File: config.mk
export PLATFORM = sky130hd
export DESIGN_NAME = priority_round_robin_task_scheduler
export DESIGN_NICKNAME = d
export VERILOG_FILES = /design/src/sv/prrts_pkg.sv /design/src/sv/prrts_mod_unit.sv /design/src/sv/priority_round_robin_task_scheduler.sv
export SDC_FILE = /design/constraint.sdc
export NUM_CORES = 2
export LEC_CHECK = 0
export ABC_AREA = 1
export BUFFER_PORTS_ARGS = -buffer_cell sky130_fd_sc_hd__buf_2
export CELL_PAD_IN_SITES_DETAIL_PLACEMENT = 0
export CELL_PAD_IN_SITES_GLOBAL_PLACEMENT = 2
export CORE_ASPECT_RATIO = 1.25
export CORE_MARGIN = 2
export CORE_UTILIZATION = 35
export CTS_CLUSTER_SIZE = 40
export DETAILED_ROUTE_END_ITERATION = 12
export PLACE_DENSITY_LB_ADDON = 0.1
export RECOVER_POWER = 25
export SLEW_MARGIN = 0
export SYNTH_ARGS = -nofsm -noshare
export SYNTH_HDL_FRONTEND = slang
export SYNTH_SLANG_ARGS = --single-unit
export TNS_END_PERCENT = 100
File: constraint.sdc
create_clock -name clk -period 6.05 [get_ports clk]
set_input_delay 0.3025 -clock clk [delete_from_list [all_inputs] [get_ports clk]]
set_output_delay 0.3025 -clock clk [all_outputs]
set_load 0.01 [all_outputs]
File: src/sv/prrts_pkg.sv
// ---------------------------------------------------------------------------
// prrts_pkg
// Shared types, codes and defaults for the priority round-robin scheduler.
// ---------------------------------------------------------------------------
package prrts_pkg;

    // default sizes
    localparam int MAX_TASKS_DEF  = 16;
    localparam int NUM_LEVELS_DEF = 32;

    // operation codes
    localparam logic [2:0] FN_CREATE = 3'd0;
    localparam logic [2:0] FN_START  = 3'd1;
    localparam logic [2:0] FN_YIELD  = 3'd2;
    localparam logic [2:0] FN_DELAY  = 3'd3;
    localparam logic [2:0] FN_TICK   = 3'd4;

    // create result codes
    localparam logic [1:0] ERR_OK    = 2'd0;
    localparam logic [1:0] ERR_RANGE = 2'd1;
    localparam logic [1:0] ERR_FULL  = 2'd2;

    // per-task state
    typedef enum logic [1:0] {
        TS_SUSPENDED,
        TS_READY,
        TS_RUNNING,
        TS_BLOCKED
    } task_state_t;

    // index of the lowest set bit, zero when none is set
    function automatic logic [4:0] lowest_set(input logic [31:0] v);
        logic [4:0] r;
        r = '0;
        for (int i = 31; i >= 0; i--)
        begin
            if (v[i])
            begin
                r = 5'(i);
            end
        end
        return r;
    endfunction

endpackage

File: src/sv/prrts_mod_unit.sv
// ---------------------------------------------------------------------------
// prrts_mod_unit
// Iterative remainder unit: one compare and subtract per cycle.
// ---------------------------------------------------------------------------
module prrts_mod_unit #(
    parameter int W = 5
) (
    input  logic         clk,
    input  logic         rst_n,
    input  logic         start,
    input  logic [W-1:0] dividend,
    input  logic [W-1:0] divisor,
    output logic         done,
    output logic [W-1:0] remainder
);

    logic         run_reg;
    logic [W-1:0] rem_reg;
    logic [W-1:0] div_reg;

    // finished when the remainder drops below the divisor
    assign done      = run_reg && (rem_reg < div_reg);
    assign remainder = rem_reg;

    // subtract loop
    always_ff @(posedge clk or negedge rst_n)
    begin
        if (!rst_n)
        begin
            run_reg <= 1'b0;
        end
        else if (start)
        begin
            run_reg <= 1'b1;
        end
        else if (done)
        begin
            run_reg <= 1'b0;
        end
    end

    always_ff @(posedge clk)
    begin
        if (start)
        begin
            rem_reg <= dividend;
            div_reg <= divisor;
        end
        else if (run_reg && !done)
        begin
            rem_reg <= rem_reg - div_reg;
        end
    end

endmodule

File: src/sv/priority_round_robin_task_scheduler.sv
// ---------------------------------------------------------------------------
// priority_round_robin_task_scheduler
// Task scheduler with priority levels and round robin within a level.
//
// channel   direction  handshake            payload
// command   in         start, busy          func, priority_req, block_ticks
// result    out        done (one cycle)     current_task, switch_request,
//                                           error_code, new_task_id,
//                                           ready_levels, ticks_elapsed,
//                                           tasks_in_use
//
// Create and unknown operations go straight to done. Selection walks the
// created task entries twice (count, then pick) plus an iterative remainder
// loop; a tick walks the entries once more and may count again. The longest
// case is a delay that blocks the running task; its length is set by the
// entry scan counter and remainder loop.
// Reset is asynchronous; no clearing pass is needed. busy is high from
// acceptance to the cycle with done; results cannot be stalled.
// ---------------------------------------------------------------------------
module priority_round_robin_task_scheduler #(
    parameter int MAX_TASKS  = prrts_pkg::MAX_TASKS_DEF,
    parameter int NUM_LEVELS = prrts_pkg::NUM_LEVELS_DEF
) (
    input  logic        clk,
    input  logic        rst_n,
    input  logic        start,
    output logic        busy,
    input  logic [2:0]  func,
    input  logic [5:0]  priority_req,
    input  logic [31:0] block_ticks,
    output logic        done,
    output logic [4:0]  current_task,
    output logic        switch_request,
    output logic [1:0]  error_code,
    output logic [3:0]  new_task_id,
    output logic [31:0] ready_levels,
    output logic [31:0] ticks_elapsed,
    output logic [4:0]  tasks_in_use
);

    localparam int IDXW = $clog2(MAX_TASKS);
    localparam int CNTW = $clog2(MAX_TASKS + 1);
    localparam int IDW  = $clog2(MAX_TASKS + 2);
    localparam int PW   = $clog2(NUM_LEVELS);
    localparam logic [IDW-1:0] IDLE_ID = IDW'(MAX_TASKS);
    localparam logic [IDW-1:0] NONE_ID = IDW'(MAX_TASKS + 1);
    localparam logic [PW-1:0]  IDLE_PRIO = PW'(NUM_LEVELS - 1);

    typedef enum logic [2:0] {
        S_IDLE, S_SEL, S_CNT, S_MOD, S_PICK, S_SET, S_TICK, S_DONE
    } seq_t;

    typedef enum logic [1:0] {
        M_SEL, M_DLY, M_TICK
    } mode_t;

    seq_t  state_reg, state_next;
    mode_t mode_reg, mode_next;

    prrts_pkg::task_state_t tstate_reg [MAX_TASKS];
    prrts_pkg::task_state_t tstate_next [MAX_TASKS];
    logic [PW-1:0]   prio_reg [MAX_TASKS];
    logic [PW-1:0]   prio_next [MAX_TASKS];
    logic [31:0]     delay_reg [MAX_TASKS];
    logic [31:0]     delay_next [MAX_TASKS];
    logic [IDXW-1:0] rot_reg [NUM_LEVELS];
    logic [IDXW-1:0] rot_next [NUM_LEVELS];

    logic [31:0]     bitmap_reg, bitmap_next;
    logic [IDW-1:0]  running_reg, running_next;
    logic [PW-1:0]   run_prio_reg, run_prio_next;
    logic [CNTW-1:0] total_reg, total_next;
    logic [31:0]     tick_reg, tick_next;
    logic            sw_reg, sw_next;
    logic [1:0]      err_reg, err_next;
    logic [IDXW-1:0] newid_reg, newid_next;

    logic [CNTW-1:0] scan_reg, scan_next;
    logic [CNTW-1:0] n_reg, n_next;
    logic [CNTW-1:0] k_reg, k_next;
    logic [PW-1:0]   cnt_prio_reg, cnt_prio_next;
    logic [IDW-1:0]  pick_reg, pick_next;

    logic            mod_start;
    logic            mod_done;
    logic [CNTW-1:0] mod_rem;

    logic [IDXW-1:0] idx;
    logic [IDXW-1:0] run_idx;
    logic [IDXW-1:0] tot_idx;
    logic            act;
    logic [4:0]      low_lvl;
    logic [31:0]     dec;

    function automatic logic [IDXW-1:0] rot_inc(input logic [IDXW-1:0] x);
        return (x == IDXW'(MAX_TASKS - 1)) ? '0 : x + IDXW'(1);
    endfunction

    assign idx     = scan_reg[IDXW-1:0];
    assign run_idx = running_reg[IDXW-1:0];
    assign tot_idx = total_reg[IDXW-1:0];
    assign act     = (prio_reg[idx] == cnt_prio_reg) &&
                     (tstate_reg[idx] == prrts_pkg::TS_READY ||
                      tstate_reg[idx] == prrts_pkg::TS_RUNNING);
    assign low_lvl = prrts_pkg::lowest_set(bitmap_reg);
    assign dec     = delay_reg[idx] - 32'd1;

    // shared remainder unit for the rotation position
    prrts_mod_unit #(
        .W(CNTW)
    ) u_mod (
        .clk      (clk),
        .rst_n    (rst_n),
        .start    (mod_start),
        .dividend (CNTW'(rot_reg[cnt_prio_reg])),
        .divisor  (n_reg),
        .done     (mod_done),
        .remainder(mod_rem)
    );

    // sequencer
    always_comb
    begin
        state_next    = state_reg;
        mode_next     = mode_reg;
        tstate_next   = tstate_reg;
        prio_next     = prio_reg;
        delay_next    = delay_reg;
        rot_next      = rot_reg;
        bitmap_next   = bitmap_reg;
        running_next  = running_reg;
        run_prio_next = run_prio_reg;
        total_next    = total_reg;
        tick_next     = tick_reg;
        sw_next       = sw_reg;
        err_next      = err_reg;
        newid_next    = newid_reg;
        scan_next     = scan_reg;
        n_next        = n_reg;
        k_next        = k_reg;
        cnt_prio_next = cnt_prio_reg;
        pick_next     = pick_reg;
        mod_start     = 1'b0;

        case (state_reg)
            S_IDLE:
            begin
                if (start)
                begin
                    sw_next    = 1'b0;
                    err_next   = prrts_pkg::ERR_OK;
                    newid_next = '0;
                    state_next = S_DONE;
                    case (func)
                        prrts_pkg::FN_CREATE:
                        begin
                            if (32'(priority_req) >= NUM_LEVELS)
                            begin
                                err_next = prrts_pkg::ERR_RANGE;
                            end
                            else if (total_reg >= CNTW'(MAX_TASKS))
                            begin
                                err_next = prrts_pkg::ERR_FULL;
                            end
                            else
                            begin
                                newid_next           = tot_idx;
                                prio_next[tot_idx]   = PW'(priority_req);
                                delay_next[tot_idx]  = '0;
                                tstate_next[tot_idx] = prrts_pkg::TS_READY;
                                bitmap_next = bitmap_reg | (32'd1 << priority_req[4:0]);
                                total_next  = total_reg + CNTW'(1);
                            end
                        end
                        prrts_pkg::FN_START:
                        begin
                            sw_next    = 1'b1;
                            state_next = S_SEL;
                        end
                        prrts_pkg::FN_YIELD:
                        begin
                            sw_next    = 1'b1;
                            state_next = S_SEL;
                            if (running_reg != NONE_ID)
                            begin
                                rot_next[run_prio_reg] = rot_inc(rot_reg[run_prio_reg]);
                            end
                        end
                        prrts_pkg::FN_DELAY:
                        begin
                            sw_next = 1'b1;
                            if (block_ticks == 32'd0)
                            begin
                                state_next = S_SEL;
                                if (running_reg != NONE_ID)
                                begin
                                    rot_next[run_prio_reg] =
                                        rot_inc(rot_reg[run_prio_reg]);
                                end
                            end
                            else if (running_reg < IDLE_ID)
                            begin
                                tstate_next[run_idx] = prrts_pkg::TS_BLOCKED;
                                delay_next[run_idx]  = block_ticks;
                                cnt_prio_next = run_prio_reg;
                                mode_next     = M_DLY;
                                scan_next     = '0;
                                n_next        = '0;
                                state_next    = S_CNT;
                            end
                        end
                        prrts_pkg::FN_TICK:
                        begin
                            tick_next  = tick_reg + 32'd1;
                            scan_next  = '0;
                            state_next = S_TICK;
                        end
                        default:
                        begin
                            state_next = S_DONE;
                        end
                    endcase
                end
            end

            // highest ready level
            S_SEL:
            begin
                if (bitmap_reg == 32'd0 || 32'(low_lvl) >= NUM_LEVELS)
                begin
                    pick_next  = IDLE_ID;
                    state_next = S_SET;
                end
                else
                begin
                    cnt_prio_next = PW'(low_lvl);
                    mode_next     = M_SEL;
                    scan_next     = '0;
                    n_next        = '0;
                    state_next    = S_CNT;
                end
            end

            // count active tasks at one level, then select, update the level bit or rotate by mode
            S_CNT:
            begin
                if (scan_reg < total_reg)
                begin
                    if (act)
                    begin
                        n_next = n_reg + CNTW'(1);
                    end
                    scan_next = scan_reg + CNTW'(1);
                end
                else
                begin
                    case (mode_reg)
                        M_SEL:
                        begin
                            if (n_reg == '0)
                            begin
                                pick_next  = IDLE_ID;
                                state_next = S_SET;
                            end
                            else
                            begin
                                mod_start  = 1'b1;
                                state_next = S_MOD;
                            end
                        end
                        M_DLY:
                        begin
                            if (n_reg != '0)
                            begin
                                bitmap_next = bitmap_reg | (32'd1 << 5'(cnt_prio_reg));
                            end
                            else
                            begin
                                bitmap_next = bitmap_reg & ~(32'd1 << 5'(cnt_prio_reg));
                            end
                            state_next = S_SEL;
                        end
                        default:
                        begin
                            if (n_reg > CNTW'(1))
                            begin
                                rot_next[cnt_prio_reg] = rot_inc(rot_reg[cnt_prio_reg]);
                                sw_next = 1'b1;
                            end
                            state_next = S_DONE;
                        end
                    endcase
                end
            end

            // rotation position modulo count
            S_MOD:
            begin
                if (mod_done)
                begin
                    k_next     = mod_rem;
                    scan_next  = '0;
                    n_next     = '0;
                    state_next = S_PICK;
                end
            end

            // walk to the chosen active task; n counts passed actives
            S_PICK:
            begin
                if (scan_reg < total_reg)
                begin
                    if (act)
                    begin
                        if (n_reg == k_reg)
                        begin
                            pick_next  = IDW'(scan_reg);
                            state_next = S_SET;
                        end
                        n_next = n_reg + CNTW'(1);
                    end
                    scan_next = scan_reg + CNTW'(1);
                end
                else
                begin
                    pick_next  = IDLE_ID;
                    state_next = S_SET;
                end
            end

            // hand over the processor
            S_SET:
            begin
                if (running_reg < IDLE_ID && tstate_reg[run_idx] == prrts_pkg::TS_RUNNING)
                begin
                    tstate_next[run_idx] = prrts_pkg::TS_READY;
                end
                if (pick_reg < IDLE_ID)
                begin
                    tstate_next[pick_reg[IDXW-1:0]] = prrts_pkg::TS_RUNNING;
                    run_prio_next = cnt_prio_reg;
                end
                else
                begin
                    run_prio_next = IDLE_PRIO;
                end
                running_next = pick_reg;
                state_next   = S_DONE;
            end

            // count down blocked tasks
            S_TICK:
            begin
                if (scan_reg < total_reg)
                begin
                    if (tstate_reg[idx] == prrts_pkg::TS_BLOCKED && delay_reg[idx] != 32'd0)
                    begin
                        delay_next[idx] = dec;
                        if (dec == 32'd0)
                        begin
                            tstate_next[idx] = prrts_pkg::TS_READY;
                            bitmap_next = bitmap_reg | (32'd1 << 5'(prio_reg[idx]));
                            if (running_reg != NONE_ID && prio_reg[idx] < run_prio_reg)
                            begin
                                sw_next = 1'b1;
                            end
                        end
                    end
                    scan_next = scan_reg + CNTW'(1);
                end
                else if (running_reg != NONE_ID)
                begin
                    cnt_prio_next = run_prio_reg;
                    mode_next     = M_TICK;
                    scan_next     = '0;
                    n_next        = '0;
                    state_next    = S_CNT;
                end
                else
                begin
                    state_next = S_DONE;
                end
            end

            S_DONE:
            begin
                state_next = S_IDLE;
            end

            default:
            begin
                state_next = S_IDLE;
            end
        endcase
    end

    // control state and reset-cleared tables
    always_ff @(posedge clk or negedge rst_n)
    begin
        if (!rst_n)
        begin
            state_reg    <= S_IDLE;
            mode_reg     <= M_SEL;
            bitmap_reg   <= '0;
            running_reg  <= NONE_ID;
            run_prio_reg <= IDLE_PRIO;
            total_reg    <= '0;
            tick_reg     <= '0;
            sw_reg       <= 1'b0;
            err_reg      <= prrts_pkg::ERR_OK;
            newid_reg    <= '0;
            for (int i = 0; i < MAX_TASKS; i++)
            begin
                tstate_reg[i] <= prrts_pkg::TS_SUSPENDED;
            end
            for (int j = 0; j < NUM_LEVELS; j++)
            begin
                rot_reg[j] <= '0;
            end
        end
        else
        begin
            state_reg    <= state_next;
            mode_reg     <= mode_next;
            bitmap_reg   <= bitmap_next;
            running_reg  <= running_next;
            run_prio_reg <= run_prio_next;
            total_reg    <= total_next;
            tick_reg     <= tick_next;
            sw_reg       <= sw_next;
            err_reg      <= err_next;
            newid_reg    <= newid_next;
            tstate_reg   <= tstate_next;
            rot_reg      <= rot_next;
        end
    end

    // payload tables and scan working registers
    always_ff @(posedge clk)
    begin
        prio_reg     <= prio_next;
        delay_reg    <= delay_next;
        scan_reg     <= scan_next;
        n_reg        <= n_next;
        k_reg        <= k_next;
        cnt_prio_reg <= cnt_prio_next;
        pick_reg     <= pick_next;
    end

    // result word
    assign busy           = (state_reg != S_IDLE);
    assign done           = (state_reg == S_DONE);
    assign current_task   = 5'(running_reg);
    assign switch_request = sw_reg;
    assign error_code     = err_reg;
    assign new_task_id    = 4'(newid_reg);
    assign ready_levels   = bitmap_reg;
    assign ticks_elapsed  = tick_reg;
    assign tasks_in_use   = 5'(total_reg);

endmodule

==> metrics.md <==
| Metric | Value |
|---|---|
| Outcome | `finished with violations` |
| Violated checks | `DRC, capacitance limit, slew limit` |
| Worst skew pair latency | `0.77 ns` |
| CTS tree | `done` |
| Count leader, synth | `nand2_1` |
| IO buf count | `126` |
| DRC | `8` |
| Post-synth EDFFs | `626` |
| Post-synthesis cell count | `7019` |
| Power density over the cells | `616 nW/um^2` |
| Hpwl dp | `166000 um` |
| Largest net degree at the start of global routing | `189` |
| CP Class | `reg -> reg` |
| RSZ-0062 raised after global routing | `no` |
| Slew margin rel. | `-205%` |
| #FFs+latches synth | `879` |
| Mapped Nets | `7095` |
| CP Capture Type | `register` |
| Hold worst-path end | `switch_request` |
| Final Hold Fails | `0` |
| Sequential share of the synthesized area | `46.0%` |
| Yosys top cell area share | `34.4%` |
| Post-synth ARST share | `28.7%` |
| Number of CTS-inserted buffers | `106` |
| Worst VDD drop | `0.788 mV` |
| Flop2flop setup slack | `0.63 ns` |
| Total Nets Final | `7006` |
| Die Height | `446 um` |
| Vias | `54.0k` |
| Root Buffer | `clkbuf_16` |
| Final hold slack | `0.123 ns` |
| First-pass GRT wire length | `383000 um` |
| Max reg flops | `512` |
| Tcrit/Tclk final | `89.6%` |
| CP Data Required Time | `6.66 ns` |
| Routed wire length | `272000 um` |
| Clk pin slew, worst setup/hold paths | `0.06 ns` |
| Routed wire per std cell | `30.0 um` |
| Synth area leader | `edfxtp_1` |
| Reg2reg start | `scan_reg[0]` |
| Core area | `155000 um^2` |
| Busiest metal layer after global routing | `met2` |
| Grt total ovfl | `0` |
| Number of global-route vias before repair | `51.7k` |
| Drt via density | `5.96` |
| Depth of the worst register-to-register path | `23` |
| GRT met1 Usage | `41.5%` |
| Die area | `159000 um^2` |
| Fmax | `184 MHz` |
| Pre-CTS setup slack | `0.737 ns` |
| Cell Area, Placed | `57500 um^2` |
| Setup ws final | `0.627 ns` |
| Mapped Area | `54600 um^2` |
| Worst slew pin tran | `4.57 ns` |
| Hold Crit Start | `func[2]` |
| Synth top cells by count | `1538 x nand2_1, 1218 x o21ai_0, 688 x inv_1` |
| Cell variety after synth | `66` |
| Slew Limit Fails | `134` |
| Rows | `162` |
| Routability cong. | `0.935` |
| Antenna violations before repair | `10` |
| H-tree Lvls | `3` |
| Max FO, Critical Path | `65` |
| Primary FF master, synth | `edfxtp_1` |
| Antenna Violating Nets Remaining | `0` |
| Post-Layout Inst Area | `61000 um^2` |
| Die extent in x | `357 um` |
| Setup tns final | `0 ns` |
| Yosys warnings | `0` |
| Worst hold path depth | `4` |
| CTS resizes | `0` |
| Drt first pass iters | `12` |
| Tmin final | `5.42 ns` |
| Synth-to-Final Area Change | `11.8%` |
| Worst Clk Skew | `0.0393 ns` |
| Reg-to-reg endpoint | `tstate_reg[14]` |
| Top post-synthesis cells by area | `edfxtp_1 34%, dfrtp_1 11%, o21ai_0 11%, nand2_1 11%, o22ai_1 5.2%` |
| CP arrival | `6.03 ns` |
| Grt met2 use | `55.4%` |
| CTS Sinks | `879` |
| Met3 Track Usage GR | `4.29%` |
| Syn avg cell area | `7.78 um^2` |
| Post-layout util | `39.3%` |
| Initial Utilization | `35.1%` |
| Startpoint type of the worst setup path | `register` |
| I/O pin count | `127` |
| Total GRT Usage | `33.2%` |
| Hold/Removal Path Class | `in -> reg` |
| DRT iter0 DRCs | `6172` |
| # setup viols final | `0` |
| Share of cells above drive strength 1 | `8.42%` |
| Leak Pwr | `24.4 nW` |
| Maxcap violations | `4` |
| Clock tree buffer depth | `3` |
[through the flow]
| stage | total power [mW] | std cells |
|---|---|---|
| 3_3_place_gp | 30.4 | 8864 |
| 2_1_floorplan | 21.4 | 7019 |
| 4_1_cts | 37.3 | 9066 |
| 3_5_place_dp | 30.4 | 8864 |
| 6_report | 37.6 | 9068 |
| 5_1_grt | 39.3 | 9067 |
[placed cells by master (no fill, tap or decap), types with 127 or more instances in the layout]
cell | netlist | final
buf_4 | 29 | 161
nor2_1 | 374 | 362
nand2_1 | 1538 | 1511
o21ai_1 | 127 | 127
o22ai_1 | 452 | 452
nand3_1 | 242 | 240
o21ai_0 | 1218 | 1218
edfxtp_1 | 626 | 626
a21oi_1 | 414 | 414
inv_1 | 688 | 676
dfrtp_1 | 245 | 245
[area by class of cell]
class                           instances  area (um^2)
Clock buffer                          135         2900
Antenna cell                            2         5.00
Timing Repair Buffer                  316         2200
Tap cell                             2050         2560
Clock inverter                         59          654
Sequential cell                       879        25100
Inverter                              713         2700
Multi-Input combinational cell       4914        24900
Fill cell                           16200        94400
[kinds of logic after synthesis]
family                   synth area share (%)
AND/OR/NAND/NOR                          17.6
XOR/XNOR                                 1.22
AO/OA/AOI/OAI                            24.9
adder cells (fa/ha/maj)                 0.747
buffers and inverters                    9.03
flip-flops                               46.0
multiplexers                            0.536
[critical path: stages (launching register included)]
cell	delay, ns
edfxtp_1	0.64
inv_8	0.50
buf_12	0.29
a21oi_1	0.10
o21ai_0	0.09
nand2_1	0.09
nand2_1	0.10
nand2_1	0.07
nor2_2	0.31
nand2_1	0.11
nor2_2	0.18
inv_1	0.09
nor2_2	0.24
nand3b_4	0.16
nor2_4	0.21
xor2_4	0.15
buf_4	0.25
nand4_1	0.11
nor2_1	0.18
nand3_2	0.21
o21ai_2	0.27
nand2_4	0.52
nand2_1	0.24
o21ai_2	0.07
[routing by layer]
metal  routed length (um)  share of wire, %
met3                18300               6.7
met2               129000                47
met5                    0                 0
met4                16900               6.2
met1               108000                40
[what timing repair did]
| item | in CTS | in global routing |
|---|---|---|
| hold buffers | 8 | 0 |
| buffers inserted | 0 | 0 |
| setup endpoints to repair | 0 | 0 |
| endpoints found under the hold margin | 153 | 0 |
[worst max-delay path by stage]
stage                startpoint              to  slack [ns]
finish              scan_reg[0]  tstate_reg[14]        0.63
global route        scan_reg[0]  tstate_reg[27]        0.29
CTS                 scan_reg[0]  tstate_reg[30]        0.72
detailed placement  scan_reg[0]  tstate_reg[30]        0.74
global placement    scan_reg[0]  tstate_reg[26]        0.73
floorplan           scan_reg[0]  delay_reg[288]       -0.09
[report_power, final]
group          switching [mW]  leakage (nW)  total, mW  internal, mW
Clock                    2.96          1.75       6.83          3.87
Sequential              0.912          8.87       9.62          8.71
Combinational            16.1          13.8       21.2          5.11
Total                    19.9          24.4       37.6          17.7
(Power assumes the default switching activity.)
